<file path="config.mk">
export PLATFORM = sky130hd
export DESIGN_NAME = one_shot_timer_bank_unit
export DESIGN_NICKNAME = d
export VERILOG_FILES = /design/src/design/ostb_pkg.sv /design/src/design/ostb_slot_ram.sv /design/src/design/one_shot_timer_bank_unit.sv
export SDC_FILE = /design/constraint.sdc
export NUM_CORES = 1
export LEC_CHECK = 0
export BUFFER_PORTS_ARGS = -buffer_cell sky130_fd_sc_hd__buf_2
export CAP_MARGIN = 30
export CORE_MARGIN = 5
export CORE_UTILIZATION = 45
export CTS_BUF_LIST = sky130_fd_sc_hd__clkbuf_4 sky130_fd_sc_hd__clkbuf_8
export DETAILED_ROUTE_END_ITERATION = 7
export GPL_TIMING_DRIVEN = 0
export PLACE_DENSITY = 0.71
export SYNTH_ARGS = -nofsm -noshare
export SYNTH_HDL_FRONTEND = slang
export SYNTH_HIERARCHICAL = 1
export SYNTH_SLANG_ARGS = --single-unit
</file>
<file path="constraint.sdc">
create_clock -name clk -period 7.1 [get_ports clk]
set_input_delay 0.71 -clock clk [delete_from_list [all_inputs] [get_ports clk]]
set_output_delay 0.71 -clock clk [all_outputs]
set_load 0.01 [all_outputs]
</file>
<file path="src/design/ostb_pkg.sv">
// ----------------------------------------------------------------------------
// ostb_pkg: shared types and constants of the one-shot timer bank
// Operation codes, result codes, the controller state type and the limit on
// expiry beats that one tick may produce.
// ----------------------------------------------------------------------------
`default_nettype none

package ostb_pkg;

	// Operation codes carried on the input tuser.
	typedef enum logic [1:0] {
		OP_CREATE = 2'd0,
		OP_REMOVE = 2'd1,
		OP_TICK   = 2'd2
	} op_t;

	// Result kind, carried on the output tuser.
	localparam logic KIND_REPLY  = 1'b0;
	localparam logic KIND_EXPIRY = 1'b1;

	// Create reply status.
	localparam logic STATUS_OK   = 1'b0;
	localparam logic STATUS_FAIL = 1'b1;

	// Field widths of the stream payloads.
	localparam int SLOT_W  = 4;
	localparam int DELAY_W = 16;
	localparam int CODE_W  = 8;

	// At most this many expiry beats leave for a single tick.
	localparam int MAX_RESULTS = 16;
	localparam int FIRE_BITS   = $clog2(MAX_RESULTS + 1);

	// Controller states.
	typedef enum logic [2:0] {
		ST_IDLE,
		ST_FIND,
		ST_REPLY,
		ST_SCAN,
		ST_FLUSH
	} state_t;

endpackage

`default_nettype wire

</file>
<file path="src/design/ostb_slot_ram.sv">
// ----------------------------------------------------------------------------
// ostb_slot_ram: slot entry memory
// One write port and one read port with a registered read; the read data
// holds its value while the read enable is low.
// ----------------------------------------------------------------------------
`default_nettype none

module ostb_slot_ram #(
	parameter int DEPTH = 16,
	parameter int WIDTH = 40
) (
	input  wire logic                     clk,
	input  wire logic                     we,
	input  wire logic [$clog2(DEPTH)-1:0] waddr,
	input  wire logic [WIDTH-1:0]         wdata,
	input  wire logic                     re,
	input  wire logic [$clog2(DEPTH)-1:0] raddr,
	output logic      [WIDTH-1:0]         rdata
);

	logic [WIDTH-1:0] mem_q [DEPTH];

	// Write port.
	always_ff @(posedge clk) begin
		if (we) begin
			mem_q[waddr] <= wdata;
		end
	end

	// Registered read port.
	always_ff @(posedge clk) begin
		if (re) begin
			rdata <= mem_q[raddr];
		end
	end

endmodule

`default_nettype wire

</file>
<file path="src/design/one_shot_timer_bank_unit.sv">
// ----------------------------------------------------------------------------
// one_shot_timer_bank_unit: bank of one-shot delay timers
// Slots hold a delay, a running count and an event code; ticks advance the
// counts and slots that reach their delay fire once and are freed.
// ----------------------------------------------------------------------------
// Usage:
// The input stream carries the operation on s_tuser and the slot, delay and
// event code on s_tdata. A create beat naming slot 0 claims the lowest free slot,
// any other create claims the named slot, and each answers with one reply beat. A remove beat frees a
// slot and answers nothing. A tick beat walks every slot and sends one
// expiry beat per firing slot; m_tlast marks the final beat of the tick.
// A remove is done when it is accepted. A create of the lowest free slot
// walks the busy flags one slot a cycle. A tick walks the slots through the
// single read port of the slot memory, which delivers one entry a cycle to
// the compare and increment stage while no stall holds the walk. A stalled
// receiver holds up both creates and ticks.
// Reset clears every busy flag, so all slots are free; the slot memory is
// not cleared, an entry is only used while its slot is busy.
// A stalled receiver holds the output register; one further expiry waits in
// a holding register, and the next firing slot stops the walk until the
// output drains. New beats are taken only when the previous one is done.
// ----------------------------------------------------------------------------
`default_nettype none

module one_shot_timer_bank_unit #(
	parameter int SLOTS      = 16,
	parameter int COUNT_BITS = 16
) (
	input  wire logic        clk,
	input  wire logic        arst_n,
	// s_tdata: slot [3:0], delay [19:4], event_code [27:20], zero [31:28]
	input  wire logic [31:0] s_tdata,
	// s_tuser: operation [1:0]
	input  wire logic [1:0]  s_tuser,
	input  wire logic        s_tvalid,
	output logic             s_tready,
	// m_tdata: status [0], slot_index [4:1], fired_code [12:5], zero [15:13]
	output logic      [15:0] m_tdata,
	// m_tuser: kind [0]
	output logic             m_tuser,
	output logic             m_tlast,
	output logic             m_tvalid,
	input  wire logic        m_tready
);

	import ostb_pkg::*;

	localparam int IDX_BITS   = $clog2(SLOTS);
	localparam int ENTRY_BITS = 2 * COUNT_BITS + CODE_W;

	// Input fields.
	logic [SLOT_W-1:0]  in_slot;
	logic [DELAY_W-1:0] in_delay;
	logic [CODE_W-1:0]  in_code;
	logic               in_accept;

	assign in_slot   = s_tdata[SLOT_W-1:0];
	assign in_delay  = s_tdata[SLOT_W+DELAY_W-1:SLOT_W];
	assign in_code   = s_tdata[SLOT_W+DELAY_W+CODE_W-1:SLOT_W+DELAY_W];
	assign in_accept = s_tvalid && s_tready;

	// Requested slot as a bank index, and whether it lies inside the bank.
	logic [IDX_BITS+SLOT_W-1:0] req_ext;
	logic [IDX_BITS-1:0]        req_idx;
	logic                       req_in_range;
	logic [COUNT_BITS+DELAY_W-1:0] delay_ext;

	assign req_ext      = {{IDX_BITS{1'b0}}, in_slot};
	assign req_idx      = req_ext[IDX_BITS-1:0];
	assign req_in_range = (32'(in_slot) < SLOTS);
	assign delay_ext    = {{COUNT_BITS{1'b0}}, in_delay};

	// Controller and datapath registers.
	state_t                state_q, state_d;
	logic [SLOTS-1:0]      busy_q;
	logic [IDX_BITS-1:0]   find_idx_q;
	logic                  find_ok_q;
	logic [SLOT_W-1:0]     reply_slot_q;
	logic [COUNT_BITS-1:0] new_delay_q;
	logic [CODE_W-1:0]     new_code_q;
	logic [IDX_BITS-1:0]   scan_idx_q;
	logic                  issue_done_q;
	logic                  s1_valid_s1;
	logic [IDX_BITS-1:0]   s1_idx_s1;
	logic [FIRE_BITS-1:0]  fire_cnt_q;
	logic                  pend_valid_q;
	logic [SLOT_W-1:0]     pend_slot_q;
	logic [CODE_W-1:0]     pend_code_q;
	logic                  out_valid_q;
	logic                  out_kind_q;
	logic                  out_status_q;
	logic [SLOT_W-1:0]     out_slot_q;
	logic [CODE_W-1:0]     out_code_q;
	logic                  out_last_q;

	// Slot memory: {code, count, delay} per slot.
	logic                  ram_we;
	logic [IDX_BITS-1:0]   ram_waddr;
	logic [ENTRY_BITS-1:0] ram_wdata;
	logic                  ram_re;
	logic [ENTRY_BITS-1:0] ram_rdata;

	ostb_slot_ram #(
		.DEPTH(SLOTS),
		.WIDTH(ENTRY_BITS)
	) u_slot_ram (
		.clk  (clk),
		.we   (ram_we),
		.waddr(ram_waddr),
		.wdata(ram_wdata),
		.re   (ram_re),
		.raddr(scan_idx_q),
		.rdata(ram_rdata)
	);

	logic [COUNT_BITS-1:0] rd_delay;
	logic [COUNT_BITS-1:0] rd_count;
	logic [CODE_W-1:0]     rd_code;

	assign rd_delay = ram_rdata[COUNT_BITS-1:0];
	assign rd_count = ram_rdata[2*COUNT_BITS-1:COUNT_BITS];
	assign rd_code  = ram_rdata[ENTRY_BITS-1:2*COUNT_BITS];

	// Compare stage of the tick walk.
	logic out_free;
	logic s1_busy;
	logic s1_fire;
	logic s1_inc;
	logic stall;
	logic find_last;
	logic scan_last;
	logic [IDX_BITS+SLOT_W-1:0] find_ext;
	logic [IDX_BITS+SLOT_W-1:0] s1_ext;

	assign out_free  = !out_valid_q || m_tready;
	assign s1_busy   = busy_q[s1_idx_s1];
	assign s1_fire   = s1_valid_s1 && s1_busy && (rd_count == rd_delay)
		&& (fire_cnt_q < FIRE_BITS'(MAX_RESULTS));
	assign s1_inc    = s1_valid_s1 && s1_busy && (rd_count != rd_delay);
	assign stall     = s1_fire && pend_valid_q && !out_free;
	assign find_last = (find_idx_q == IDX_BITS'(SLOTS - 1));
	assign scan_last = (scan_idx_q == IDX_BITS'(SLOTS - 1));
	assign find_ext  = {{SLOT_W{1'b0}}, find_idx_q};
	assign s1_ext    = {{SLOT_W{1'b0}}, s1_idx_s1};

	// Next state.
	always_comb begin
		state_d = state_q;
		case (state_q)
			ST_IDLE: begin
				if (in_accept) begin
					case (s_tuser)
						OP_CREATE: state_d = (in_slot == '0) ? ST_FIND : ST_REPLY;
						OP_TICK:   state_d = ST_SCAN;
						default:   state_d = ST_IDLE;
					endcase
				end
			end
			ST_FIND: begin
				if (!busy_q[find_idx_q] || find_last) begin
					state_d = ST_REPLY;
				end
			end
			ST_REPLY: begin
				if (out_free) begin
					state_d = ST_IDLE;
				end
			end
			ST_SCAN: begin
				if (issue_done_q && !s1_valid_s1) begin
					state_d = ST_FLUSH;
				end
			end
			ST_FLUSH: begin
				if (!pend_valid_q || out_free) begin
					state_d = ST_IDLE;
				end
			end
			default: state_d = ST_IDLE;
		endcase
	end

	// State outputs: handshake and memory port controls.
	logic load_reply;
	logic push_pend;
	logic flush_pend;
	logic scan_step;

	always_comb begin
		s_tready   = 1'b0;
		ram_we     = 1'b0;
		ram_waddr  = find_idx_q;
		ram_wdata  = {new_code_q, {COUNT_BITS{1'b0}}, new_delay_q};
		ram_re     = 1'b0;
		load_reply = 1'b0;
		push_pend  = 1'b0;
		flush_pend = 1'b0;
		scan_step  = 1'b0;
		case (state_q)
			ST_IDLE: begin
				s_tready = 1'b1;
			end
			ST_REPLY: begin
				if (out_free) begin
					load_reply = 1'b1;
					ram_we     = find_ok_q;
				end
			end
			ST_SCAN: begin
				if (!stall) begin
					scan_step = 1'b1;
					ram_re    = !issue_done_q;
					push_pend = s1_fire && pend_valid_q;
					if (s1_inc) begin
						ram_we    = 1'b1;
						ram_waddr = s1_idx_s1;
						ram_wdata = {rd_code, rd_count + 1'b1, rd_delay};
					end
				end
			end
			ST_FLUSH: begin
				flush_pend = pend_valid_q && out_free;
			end
			default: begin
				s_tready = 1'b0;
			end
		endcase
	end

	// Control registers.
	always_ff @(posedge clk or negedge arst_n) begin
		if (!arst_n) begin
			state_q      <= ST_IDLE;
			busy_q       <= '0;
			find_ok_q    <= 1'b0;
			issue_done_q <= 1'b0;
			s1_valid_s1  <= 1'b0;
			fire_cnt_q   <= '0;
			pend_valid_q <= 1'b0;
			out_valid_q  <= 1'b0;
		end else begin
			state_q <= state_d;

			// Output register drains on a taken beat and refills from a reply
			// or an expiry.
			out_valid_q <= (out_valid_q && !m_tready) || load_reply || push_pend
				|| flush_pend;

			// Accepted beat.
			if (in_accept) begin
				case (s_tuser)
					OP_CREATE: begin
						find_ok_q <= (in_slot != '0) && req_in_range && !busy_q[req_idx];
					end
					OP_REMOVE: begin
						if (req_in_range) begin
							busy_q[req_idx] <= 1'b0;
						end
					end
					OP_TICK: begin
						issue_done_q <= 1'b0;
						s1_valid_s1  <= 1'b0;
						fire_cnt_q   <= '0;
					end
					default: begin
						find_ok_q <= find_ok_q;
					end
				endcase
			end

			// Lowest free slot search.
			if (state_q == ST_FIND && !busy_q[find_idx_q]) begin
				find_ok_q <= 1'b1;
			end

			// Create claim.
			if (load_reply) begin
				if (find_ok_q) begin
					busy_q[find_idx_q] <= 1'b1;
				end
			end

			// Tick walk: issue reads and evaluate the previous entry.
			if (scan_step) begin
				s1_valid_s1 <= !issue_done_q;
				if (!issue_done_q && scan_last) begin
					issue_done_q <= 1'b1;
				end
				if (s1_fire) begin
					busy_q[s1_idx_s1] <= 1'b0;
					fire_cnt_q        <= fire_cnt_q + 1'b1;
					pend_valid_q      <= 1'b1;
				end
			end

			if (flush_pend) begin
				pend_valid_q <= 1'b0;
			end
		end
	end

	// Payload registers.
	always_ff @(posedge clk) begin
		if (in_accept) begin
			new_delay_q  <= delay_ext[COUNT_BITS-1:0];
			new_code_q   <= in_code;
			find_idx_q   <= (in_slot == '0) ? '0 : req_idx;
			reply_slot_q <= in_slot;
			scan_idx_q   <= '0;
		end

		if (state_q == ST_FIND) begin
			if (!busy_q[find_idx_q]) begin
				reply_slot_q <= find_ext[SLOT_W-1:0];
			end else if (find_last) begin
				reply_slot_q <= '0;
			end else begin
				find_idx_q <= find_idx_q + 1'b1;
			end
		end

		if (load_reply) begin
			out_kind_q   <= KIND_REPLY;
			out_status_q <= find_ok_q ? STATUS_OK : STATUS_FAIL;
			out_slot_q   <= reply_slot_q;
			out_code_q   <= '0;
			out_last_q   <= 1'b1;
		end

		if (scan_step) begin
			s1_idx_s1 <= scan_idx_q;
			if (!issue_done_q && !scan_last) begin
				scan_idx_q <= scan_idx_q + 1'b1;
			end
			if (s1_fire) begin
				pend_slot_q <= s1_ext[SLOT_W-1:0];
				pend_code_q <= rd_code;
			end
		end

		// An earlier expiry moves out when a newer one takes its place; the last one moves out in the flush.
		if (push_pend || flush_pend) begin
			out_kind_q   <= KIND_EXPIRY;
			out_status_q <= STATUS_OK;
			out_slot_q   <= pend_slot_q;
			out_code_q   <= pend_code_q;
			out_last_q   <= flush_pend;
		end
	end

	// Output stream.
	assign m_tvalid = out_valid_q;
	assign m_tuser  = out_kind_q;
	assign m_tlast  = out_last_q;
	assign m_tdata  = {3'b000, out_code_q, out_slot_q, out_status_q};

endmodule

`default_nettype wire
</file>
==> results of run 1 <==
worst max-delay path, cell delays in order (launching register included):
cell      delay [ns]
edfxtp_1        0.46
clkbuf_1        0.29
nor2b_1         0.24
a22oi_1         0.20
and3_2          0.25
nor2_1          0.06
nor3_1          0.71
clkbuf_1        0.58
o21ai_0         0.53
nand2b_1        0.51
nor2_4          0.85
buf_12          0.29
layout make-up:
class                      instances  share of cell area, %
inverter                          15                  0.159
tap                              882                   3.12
multi-input combinational        718                   20.8
buffer                            84                   1.60
sequential                       776                   65.0
timing repair buffer              89                   2.87
antenna                            2                 0.0141
clock inverter                    60                   1.21
clock buffer                     150                   5.23
cells by family after synthesis:
logic type,Yosys count,synth area share (%)
adder cells (fa/ha/maj),7,0.284
AND/OR/NAND/NOR,323,4.84
flip-flops,776,74.5
AO/OA/AOI/OAI,164,3.71
other,1,0.0121
buffers and inverters,99,2.01
XOR/XNOR,31,0.879
multiplexers,190,13.7
layer usage:
metal	wire [µm]	global-route usage, %
met1	30000	27.9
met2	33900	30.4
met3	7260	4.80
met4	1390	4.30
met5	0	0
registers in the layout (all words and copies together), names as in the netlist, 3 cells and up:
| name | count |
|---|---|
| u_slot_ram/mem_q | 640 |
| u_slot_ram/rdata | 40 |
| busy_q | 16 |
| new_delay_q | 16 |
| new_code_q | 8 |
| out_code_q | 8 |
| pend_code_q | 8 |
| fire_cnt_q | 5 |
| find_idx_q | 4 |
| out_slot_q | 4 |
| pend_slot_q | 4 |
| reply_slot_q | 4 |
| s1_idx_s1 | 4 |
| scan_idx_q | 4 |
| state_q | 3 |
per-stage QoR:
step | std cells | worst slack [ns] | utilization [%] | TNS (ns)
floorplan | 1593 | 1.24 | - | 0
global placement | 2522 | -2.84 | 47.2 | -595.18
detailed placement | 2564 | 1.96 | 48.5 | 0
CTS | 2774 | 1.90 | 51.8 | 0
global route | 2774 | 1.56 | 51.8 | 0
finish | 2776 | 1.79 | 51.8 | 0
power by group:
part	total (mW)	switching [mW]	leakage [nW]	internal, mW
clock network	3.58	1.66	1.20	1.92
logic	2.77	1.57	3.31	1.20
registers	5.84	0.219	7.36	5.62
placed cells by master (no fill, tap or decap), types with 15 or more instances in the layout:
master	n
nand2_1	169
a22oi_1	95
dfrtp_1	29
nor2_1	35
buf_12	21
buf_6	19
nand3_1	26
clkbuf_8	117
edfxtp_1	733
clkbuf_4	34
clkinv_2	15
clkinv_1	34
mux4_2	108
a21oi_1	22
mux2i_1	15
o21ai_0	17
mux4_1	60
clkbuf_1	49
xnor2_1	24
buf_2	60
worst max-delay path by stage:
| stage | endpoint | slack (ns) | depth (start not counted) |
|---|---|---|---|
| after global placement | u_slot_ram/mem_q[0][27] | -2.84 | 12 |
| after floorplan | u_slot_ram/mem_q[0][0] | 1.24 | 13 |
| final | u_slot_ram/mem_q[13][36] | 1.79 | 11 |
| after detailed placement | u_slot_ram/mem_q[13][25] | 1.96 | 11 |
| after global routing | u_slot_ram/mem_q[13][35] | 1.56 | 12 |
| after CTS | u_slot_ram/mem_q[13][35] | 1.90 | 12 |
cell usage after synthesis (12+ instances only):
library cell	count
o21ai_0	17
buf_2	13
nand2_1	169
nor2_1	48
nor3_1	12
mux4_1	60
xnor2_1	24
mux2i_1	15
clkbuf_1	49
dfxtp_1	14
nand3_1	26
edfxtp_1	733
and2_1	12
dfrtp_1	29
inv_1	15
a22oi_1	95
a21oi_1	22
mux4_2	108
==> report_table.html, run 1 <==
<table>
<tr><th>Metric</th><th>Value</th></tr>
<tr><th colspan="2">Run status</th></tr>
<tr><td>Outcome</td><td>complete, no violations</td></tr>
<tr><th colspan="2">Clock network</th></tr>
<tr><td>Post-CTS sizing</td><td>0</td></tr>
<tr><td>Post-CTS setup repair buffer count</td><td>0</td></tr>
<tr><td>Clk pin slew, worst setup/hold paths</td><td>around 0.07 ns</td></tr>
<tr><td>Clock sinks</td><td>776</td></tr>
<tr><td>Number of buffers inserted during clock tree synthesis</td><td>113</td></tr>
<tr><td>CTS tree</td><td>done</td></tr>
<tr><td>Clock tree root buffer cell</td><td>clkbuf_8</td></tr>
<tr><td>Clock latency reported for the late side of the worst-skew pair</td><td>between 0.7 and 0.8 ns</td></tr>
<tr><td>Hold-fix buffers at CTS</td><td>0</td></tr>
<tr><td>Max clock buf depth</td><td>3</td></tr>
<tr><td>Number of H-tree levels</td><td>3</td></tr>
<tr><th colspan="2">Detailed routing</th></tr>
<tr><td>Routed length per instance</td><td>~26 µm</td></tr>
<tr><td>Number of remaining DRC errors</td><td>0</td></tr>
<tr><td>DRT iter0 DRCs</td><td>2138</td></tr>
<tr><td>Overall via count from detail_route</td><td>16600</td></tr>
<tr><td>Overall routed net length</td><td>72600 µm</td></tr>
<tr><td>First-pass iteration count of the detailed router</td><td>7</td></tr>
<tr><td>Antenna-violating nets left</td><td>0</td></tr>
<tr><td>Post-DR vias/cell</td><td>5.98</td></tr>
<tr><th colspan="2">STA</th></tr>
<tr><td>Worst Hold Slack</td><td>0.0362 ns</td></tr>
<tr><td>Measured slew at the worst slew-check pin</td><td>about 1.1 ns</td></tr>
<tr><td>Maximum clock frequency</td><td>roughly 190 MHz</td></tr>
<tr><td>Final setup violation count</td><td>0</td></tr>
<tr><td>Final Hold Viols</td><td>0</td></tr>
<tr><td>Largest clock skew in the final design</td><td>0.0448 ns</td></tr>
<tr><td>Period utilization</td><td>between 70% and 80%</td></tr>
<tr><td>Setup repair after global routing missed its margin</td><td>no</td></tr>
<tr><td>Count of final max-slew check failures</td><td>0</td></tr>
<tr><td>Headroom to the max-slew limit</td><td>25.8%</td></tr>
<tr><td>Tmin final</td><td>5.31 ns</td></tr>
<tr><th colspan="2">Floorplan</th></tr>
<tr><td>Die outline height</td><td>272 µm</td></tr>
<tr><td>Width of the chip</td><td>roughly 270 µm</td></tr>
<tr><td>Placeable core region</td><td>around 70000 µm²</td></tr>
<tr><td>Initial cell density of the core</td><td>between 40% and 50%</td></tr>
<tr><td>Rows</td><td>96</td></tr>
<tr><td>Top-level port count</td><td>58</td></tr>
<tr><td>Die Footprint</td><td>74000 µm²</td></tr>
<tr><th colspan="2">Synthesis</th></tr>
<tr><td>Count of unique library cells instantiated by Yosys</td><td>63</td></tr>
<tr><td>Per-instance average area after synthesis</td><td>19.4 µm²</td></tr>
<tr><td>Number of warnings issued by yosys</td><td>6</td></tr>
<tr><td>Fraction of post-synthesis cell area in the top cell type by area</td><td>71.3%</td></tr>
<tr><td>Async S/R FF share, synth</td><td>3.74%</td></tr>
<tr><td>Netlist area before placement</td><td>30900 µm²</td></tr>
<tr><td>Flip-flop and latch count after synthesis</td><td>776</td></tr>
<tr><td>Largest cells by area after synthesis</td><td>edfxtp_1 71%, mux4_2 7.9%, mux4_1 5.1%</td></tr>
<tr><td>EDFF count, synth</td><td>approximately 730</td></tr>
<tr><td>Register area share after synthesis</td><td>74.5%</td></tr>
<tr><td>Post-Synthesis Cells</td><td>1591</td></tr>
<tr><td>Prevailing post-synth register cell</td><td>edfxtp_1</td></tr>
<tr><td>Cell accounting for the most synthesized area</td><td>edfxtp_1</td></tr>
<tr><th colspan="2">Worst setup path</th></tr>
<tr><td>Worst setup path start</td><td>s1_idx_s1[3]</td></tr>
<tr><td>Register-to-register setup slack</td><td>between 1.5 and 2 ns</td></tr>
<tr><td>Kind of start point of the critical path</td><td>flip-flop</td></tr>
<tr><td>RR Endpoint</td><td>u_slot_ram/mem_q[13][36]</td></tr>
<tr><td>Crit Path Category</td><td>flip-flop to flip-flop</td></tr>
<tr><td>Data arrival time at the worst-slack endpoint</td><td>5.71 ns</td></tr>
<tr><td>Data required time at the worst endpoint</td><td>7.50 ns</td></tr>
<tr><td>R2r startpoint</td><td>s1_idx_s1[3]</td></tr>
<tr><td>Crit-path max FO</td><td>22</td></tr>
<tr><td>Capturing element type of the critical path</td><td>flip-flop</td></tr>
<tr><td>Depth of the worst register-to-register path</td><td>11</td></tr>
<tr><th colspan="2">Placed design</th></tr>
<tr><td>Routability cong.</td><td>between 0.8 and 0.9</td></tr>
<tr><td>Post-placement cell area</td><td>33100 µm²</td></tr>
<tr><td>IO buf count</td><td>47</td></tr>
<tr><td>Post-detailed-placement half-perimeter wirelength</td><td>roughly 47000 µm</td></tr>
<tr><th colspan="2">Cells and area</th></tr>
<tr><td>Area of all placed cells without fillers</td><td>around 35000 µm²</td></tr>
<tr><td>Layout cell share with drive strength beyond 1</td><td>23.7%</td></tr>
<tr><td>Filler cell count in the final layout</td><td>5215</td></tr>
<tr><td>Sequential cell area</td><td>around 23000 µm²</td></tr>
<tr><td>Multi-input combinational cell area</td><td>7370 µm²</td></tr>
<tr><td>Area growth, synth to finish</td><td>14.7%</td></tr>
<tr><td>Final layout net count</td><td>1842</td></tr>
<tr><th colspan="2">GRT</th></tr>
<tr><td>Overall fraction of global-route tracks in use</td><td>19.4%</td></tr>
<tr><td>Pin count of the biggest net entering global routing</td><td>30</td></tr>
<tr><td>Initial antenna violation count</td><td>1</td></tr>
<tr><td>Vias in the first global route</td><td>around 17000</td></tr>
<tr><td>Wire length of the first global-routing pass</td><td>107000 µm</td></tr>
<tr><td>Remaining global-route overflow</td><td>0</td></tr>
<tr><th colspan="2">Hold path</th></tr>
<tr><td>Hold WC Path Type</td><td>primary input to asynchronous set/reset pin</td></tr>
<tr><th colspan="2">Power and ir drop</th></tr>
<tr><td>Power after layout</td><td>12.2 mW</td></tr>
<tr><td>Highest ir drop seen on vdd</td><td>0.000198 V</td></tr>
<tr><td>Total leakage power</td><td>between 10 and 15 nW</td></tr>
<tr><td>Power density cells</td><td>344 nW/µm²</td></tr>
<tr><th colspan="2">Run</th></tr>
<tr><td>Number of max-cap violations</td><td>0</td></tr>
</table>
No activity file was read; power rests on OpenSTA's default activity.
==> run 2: changes to the inputs <==
- PLACE_DENSITY: 0.71 -> 0.74
- clock period: 7.1 -> 4.3 ns (I/O delays scaled with it)
==> report_table.html, run 2 (synthesized netlist as in run 1, its figures left out) <==
<table>
<tr><th>Metric</th><th>Value</th></tr>
<tr><th colspan="2">Run status</th></tr>
<tr><td>Outcome</td><td>complete, no violations</td></tr>
<tr><th colspan="2">Worst setup path</th></tr>
<tr><td>Crit Path Category</td><td>flip-flop to flip-flop</td></tr>
<tr><td>Crit-path max FO</td><td>14 (-36%)</td></tr>
<tr><td>Data required time at the worst endpoint</td><td>4.70 ns (-2.80 ns)</td></tr>
<tr><td>Data arrival time at the worst-slack endpoint</td><td>4.56 ns (-1.15 ns)</td></tr>
<tr><td>Kind of start point of the critical path</td><td>flip-flop</td></tr>
<tr><td>Capturing element type of the critical path</td><td>flip-flop</td></tr>
<tr><th colspan="2">Cells and area</th></tr>
<tr><td>Area of all placed cells without fillers</td><td>35900 µm² (+1.5%)</td></tr>
<tr><td>Largest register FFs</td><td>640 (unchanged)</td></tr>
<tr><td>Number of diodes</td><td>0 (-2)</td></tr>
<tr><td>Layout cell share with drive strength beyond 1</td><td>25.1% (+1.4 points)</td></tr>
<tr><td>Largest regs</td><td>u_slot_ram/mem_q: 640 flops, u_slot_ram/rdata: 40 flops</td></tr>
<tr><td>Final layout net count</td><td>1891 (+2.7%)</td></tr>
<tr><td>Commonest non-fill, non-tap cell in the layout</td><td>edfxtp_1</td></tr>
<tr><td>Area growth, synth to finish</td><td>16.3%</td></tr>
<tr><td>Largest Register</td><td>u_slot_ram/mem_q</td></tr>
<tr><td>Leading cell types in the layout, fill and taps excluded</td><td>733 x edfxtp_1, 168 x nand2_1, 122 x clkbuf_8, 108 x mux4_2, 95 x a22oi_1</td></tr>
<tr><th colspan="2">Power and ir drop</th></tr>
<tr><td>Power density cells</td><td>561 nW/µm² (+63%)</td></tr>
<tr><td>Total leakage power</td><td>12.1 nW (+1.8%)</td></tr>
<tr><td>Switching portion of total power</td><td>28.8% (+0.45 points)</td></tr>
<tr><td>Highest ir drop seen on vdd</td><td>0.000399 V (+100%)</td></tr>
<tr><td>P_int</td><td>14.3 mW (+64%)</td></tr>
<tr><td>Total net switching power</td><td>5.80 mW (+68%)</td></tr>
<tr><td>Combinational share of power</td><td>23.9% (+1.2 points)</td></tr>
<tr><td>Power after layout</td><td>20.1 mW (+65%)</td></tr>
<tr><td>Clk pwr share</td><td>28.2% (-1.2 points)</td></tr>
<tr><td>Fraction of power consumed by sequential logic</td><td>48.0% (about the same)</td></tr>
<tr><th colspan="2">Hold path</th></tr>
<tr><td>Hold WC Path Type</td><td>primary input to flip-flop</td></tr>
<tr><th colspan="2">Detailed routing</th></tr>
<tr><td>Number of remaining DRC errors</td><td>0 (unchanged)</td></tr>
<tr><td>Post-DR vias/cell</td><td>6.06 (+1.3%)</td></tr>
<tr><td>Overall routed net length</td><td>75600 µm (+4.2%)</td></tr>
<tr><td>Routed length per instance</td><td>26.9 µm (+2.8%)</td></tr>
<tr><td>DRT iter0 DRCs</td><td>2376 (+11%)</td></tr>
<tr><td>Antenna-violating nets left</td><td>0 (unchanged)</td></tr>
<tr><td>Overall via count from detail_route</td><td>17000 (+2.7%)</td></tr>
<tr><td>First-pass iteration count of the detailed router</td><td>6 (-1)</td></tr>
<tr><th colspan="2">Run</th></tr>
<tr><td>Number of max-cap violations</td><td>0 (unchanged)</td></tr>
<tr><th colspan="2">Clock network</th></tr>
<tr><td>Clock sinks</td><td>776 (unchanged)</td></tr>
<tr><td>Number of H-tree levels</td><td>3 (unchanged)</td></tr>
<tr><td>Max clock buf depth</td><td>3 (unchanged)</td></tr>
<tr><td>Clock tree root buffer cell</td><td>clkbuf_8</td></tr>
<tr><td>Clk pin slew, worst setup/hold paths</td><td>0.06 ns (about the same)</td></tr>
<tr><td>Clock latency reported for the late side of the worst-skew pair</td><td>0.72 ns (about the same)</td></tr>
<tr><td>CTS tree</td><td>done</td></tr>
<tr><td>Number of buffers inserted during clock tree synthesis</td><td>112 (-0.88%)</td></tr>
<tr><th colspan="2">STA</th></tr>
<tr><td>Setup repair after global routing missed its margin</td><td>no</td></tr>
<tr><td>Final setup violation count</td><td>0 (unchanged)</td></tr>
<tr><td>Total Negative Setup Slacks</td><td>0 ns (unchanged)</td></tr>
<tr><td>Count of final max-slew check failures</td><td>0 (unchanged)</td></tr>
<tr><td>Measured slew at the worst slew-check pin</td><td>1.05 ns (-0.0502 ns)</td></tr>
<tr><td>Worst Hold Slack</td><td>0.106 ns (+0.0697 ns)</td></tr>
<tr><td>Final Hold Viols</td><td>0 (unchanged)</td></tr>
<tr><td>Maximum clock frequency</td><td>241 MHz (+28%)</td></tr>
<tr><td>Tmin final</td><td>4.16 ns (-1.16 ns)</td></tr>
<tr><td>Period utilization</td><td>96.7% (+22 points)</td></tr>
<tr><td>Largest clock skew in the final design</td><td>0.0302 ns (-0.0146 ns)</td></tr>
<tr><td>Headroom to the max-slew limit</td><td>30.0% (+4.1 points)</td></tr>
<tr><th colspan="2">GRT</th></tr>
<tr><td>Overall fraction of global-route tracks in use</td><td>20.2% (+0.87 points)</td></tr>
<tr><td>Wire length of the first global-routing pass</td><td>111000 µm (+3.7%)</td></tr>
<tr><td>Remaining global-route overflow</td><td>0 (unchanged)</td></tr>
<tr><td>Pin count of the biggest net entering global routing</td><td>30 (unchanged)</td></tr>
<tr><td>Vias in the first global route</td><td>17000 (+1.6%)</td></tr>
<tr><td>Initial antenna violation count</td><td>0 (-1)</td></tr>
<tr><th colspan="2">Floorplan</th></tr>
<tr><td>Placeable core region</td><td>68300 µm² (unchanged)</td></tr>
<tr><td>Top-level port count</td><td>58 (unchanged)</td></tr>
<tr><td>Die Footprint</td><td>74000 µm² (unchanged)</td></tr>
<tr><td>Die outline height</td><td>272 µm (unchanged)</td></tr>
<tr><td>Rows</td><td>96 (unchanged)</td></tr>
<tr><td>Width of the chip</td><td>272 µm (unchanged)</td></tr>
<tr><td>Initial cell density of the core</td><td>45.2% (unchanged)</td></tr>
<tr><th colspan="2">Placed design</th></tr>
<tr><td>Post-placement cell area</td><td>33000 µm² (-0.49%)</td></tr>
<tr><td>Routability cong.</td><td>0.849 (-0.92%)</td></tr>
<tr><td>Post-detailed-placement half-perimeter wirelength</td><td>44300 µm (-5.0%)</td></tr>
<tr><td>IO buf count</td><td>47 (unchanged)</td></tr>
</table>
-- run 2: cell count changes in the layout (fill, tap and decap cells not counted), sizes merged --
| cell | previous run | this run |
|---|---|---|
| clkinvlp | 4 | 1 |
| clkinv | 49 | 29 |
| bufinv | 6 | 0 |
| inv | 16 | 15 |
| diode | 2 | 0 |
| nor2 | 49 | 57 |
| clkbuf | 200 | 217 |
| dlygate4sd3 | 0 | 25 |
| buf | 123 | 143 |
-- run 2: final cells by class --
type	count	area [µm²]
flip-flops and latches	776	23000
fillers	5127	32400
plain buffers	83	567
clock inverters	30	136
inverters	15	56.3
well taps	882	1100
multi-input cells	726	7510
repair buffers	132	1510
clock buffers	170	2030
-- run 2: timing repair --
action	CTS	global route
hold endpoints to repair	53	0
buffers inserted	27	4
resized for setup	17	7
pin swaps	15	3
hold buffers	25	0
cloned	8	0
endpoints found under the setup margin	576	522
-- run 2: stage by stage --
step                instances  util [%]  worst slack, ns
finish                   2814      52.6            0.143
global route             2814      52.6           0.0348
CTS                      2810      52.4           0.0284
detailed placement       2550      48.2           -0.897
global placement         2522      47.2            -3.45
floorplan                1593         -           -0.495
-- run 2: power groups by stage --
| stage | combinational (mW) | clock (mW) | sequential (mW) |
|---|---|---|---|
| final | 4.81 | 5.68 | 9.66 |
| after global routing | 5.09 | 6.13 | 9.70 |
| after CTS | 4.74 | 5.75 | 9.64 |
| after detailed placement | 4.54 | 0 | 9.80 |
| after global placement | 4.21 | 0 | 9.80 |
| after floorplan | 3.13 | 0 | 9.68 |
-- run 2: worst paths after layout --
kind | endpoint | from | slack [ns] | cells after the start
max | u_slot_ram/mem_q[0][22] | s1_idx_s1[3] | 0.14 | 13
min | state_q[1] | s_tuser[0] | 0.11 | 4
max reg2reg | u_slot_ram/mem_q[0][22] | s1_idx_s1[3] | 0.14 | 13
min reg2reg | pend_slot_q[2] | s1_idx_s1[2] | 0.45 | 0
max in group asynchronous | busy_q[6] | arst_n | 3.56 | 2
min in group asynchronous | state_q[2] | arst_n | 0.29 | 2
-- run 2: metal layers --
metal	vias to the layer above	track usage, %	share of wire (%)
met3	157	5.31	12
li1	7014	-	-
met4	0	5.87	2.6
met5	-	0	0
met1	8737	29.0	39
met2	1139	31.1	47
-- run 2: worst max-delay path, cell delays in order (launching register included) --
cell	delay, ns
edfxtp_1	0.46
clkbuf_2	0.24
nor2b_1	0.18
a22oi_1	0.19
and3_2	0.25
nor2_1	0.08
or3_2	0.44
clkbuf_1	0.16
clkbuf_2	0.31
nand2_1	0.24
or3b_4	0.54
nor3_4	0.33
buf_16	0.21
buf_16	0.17
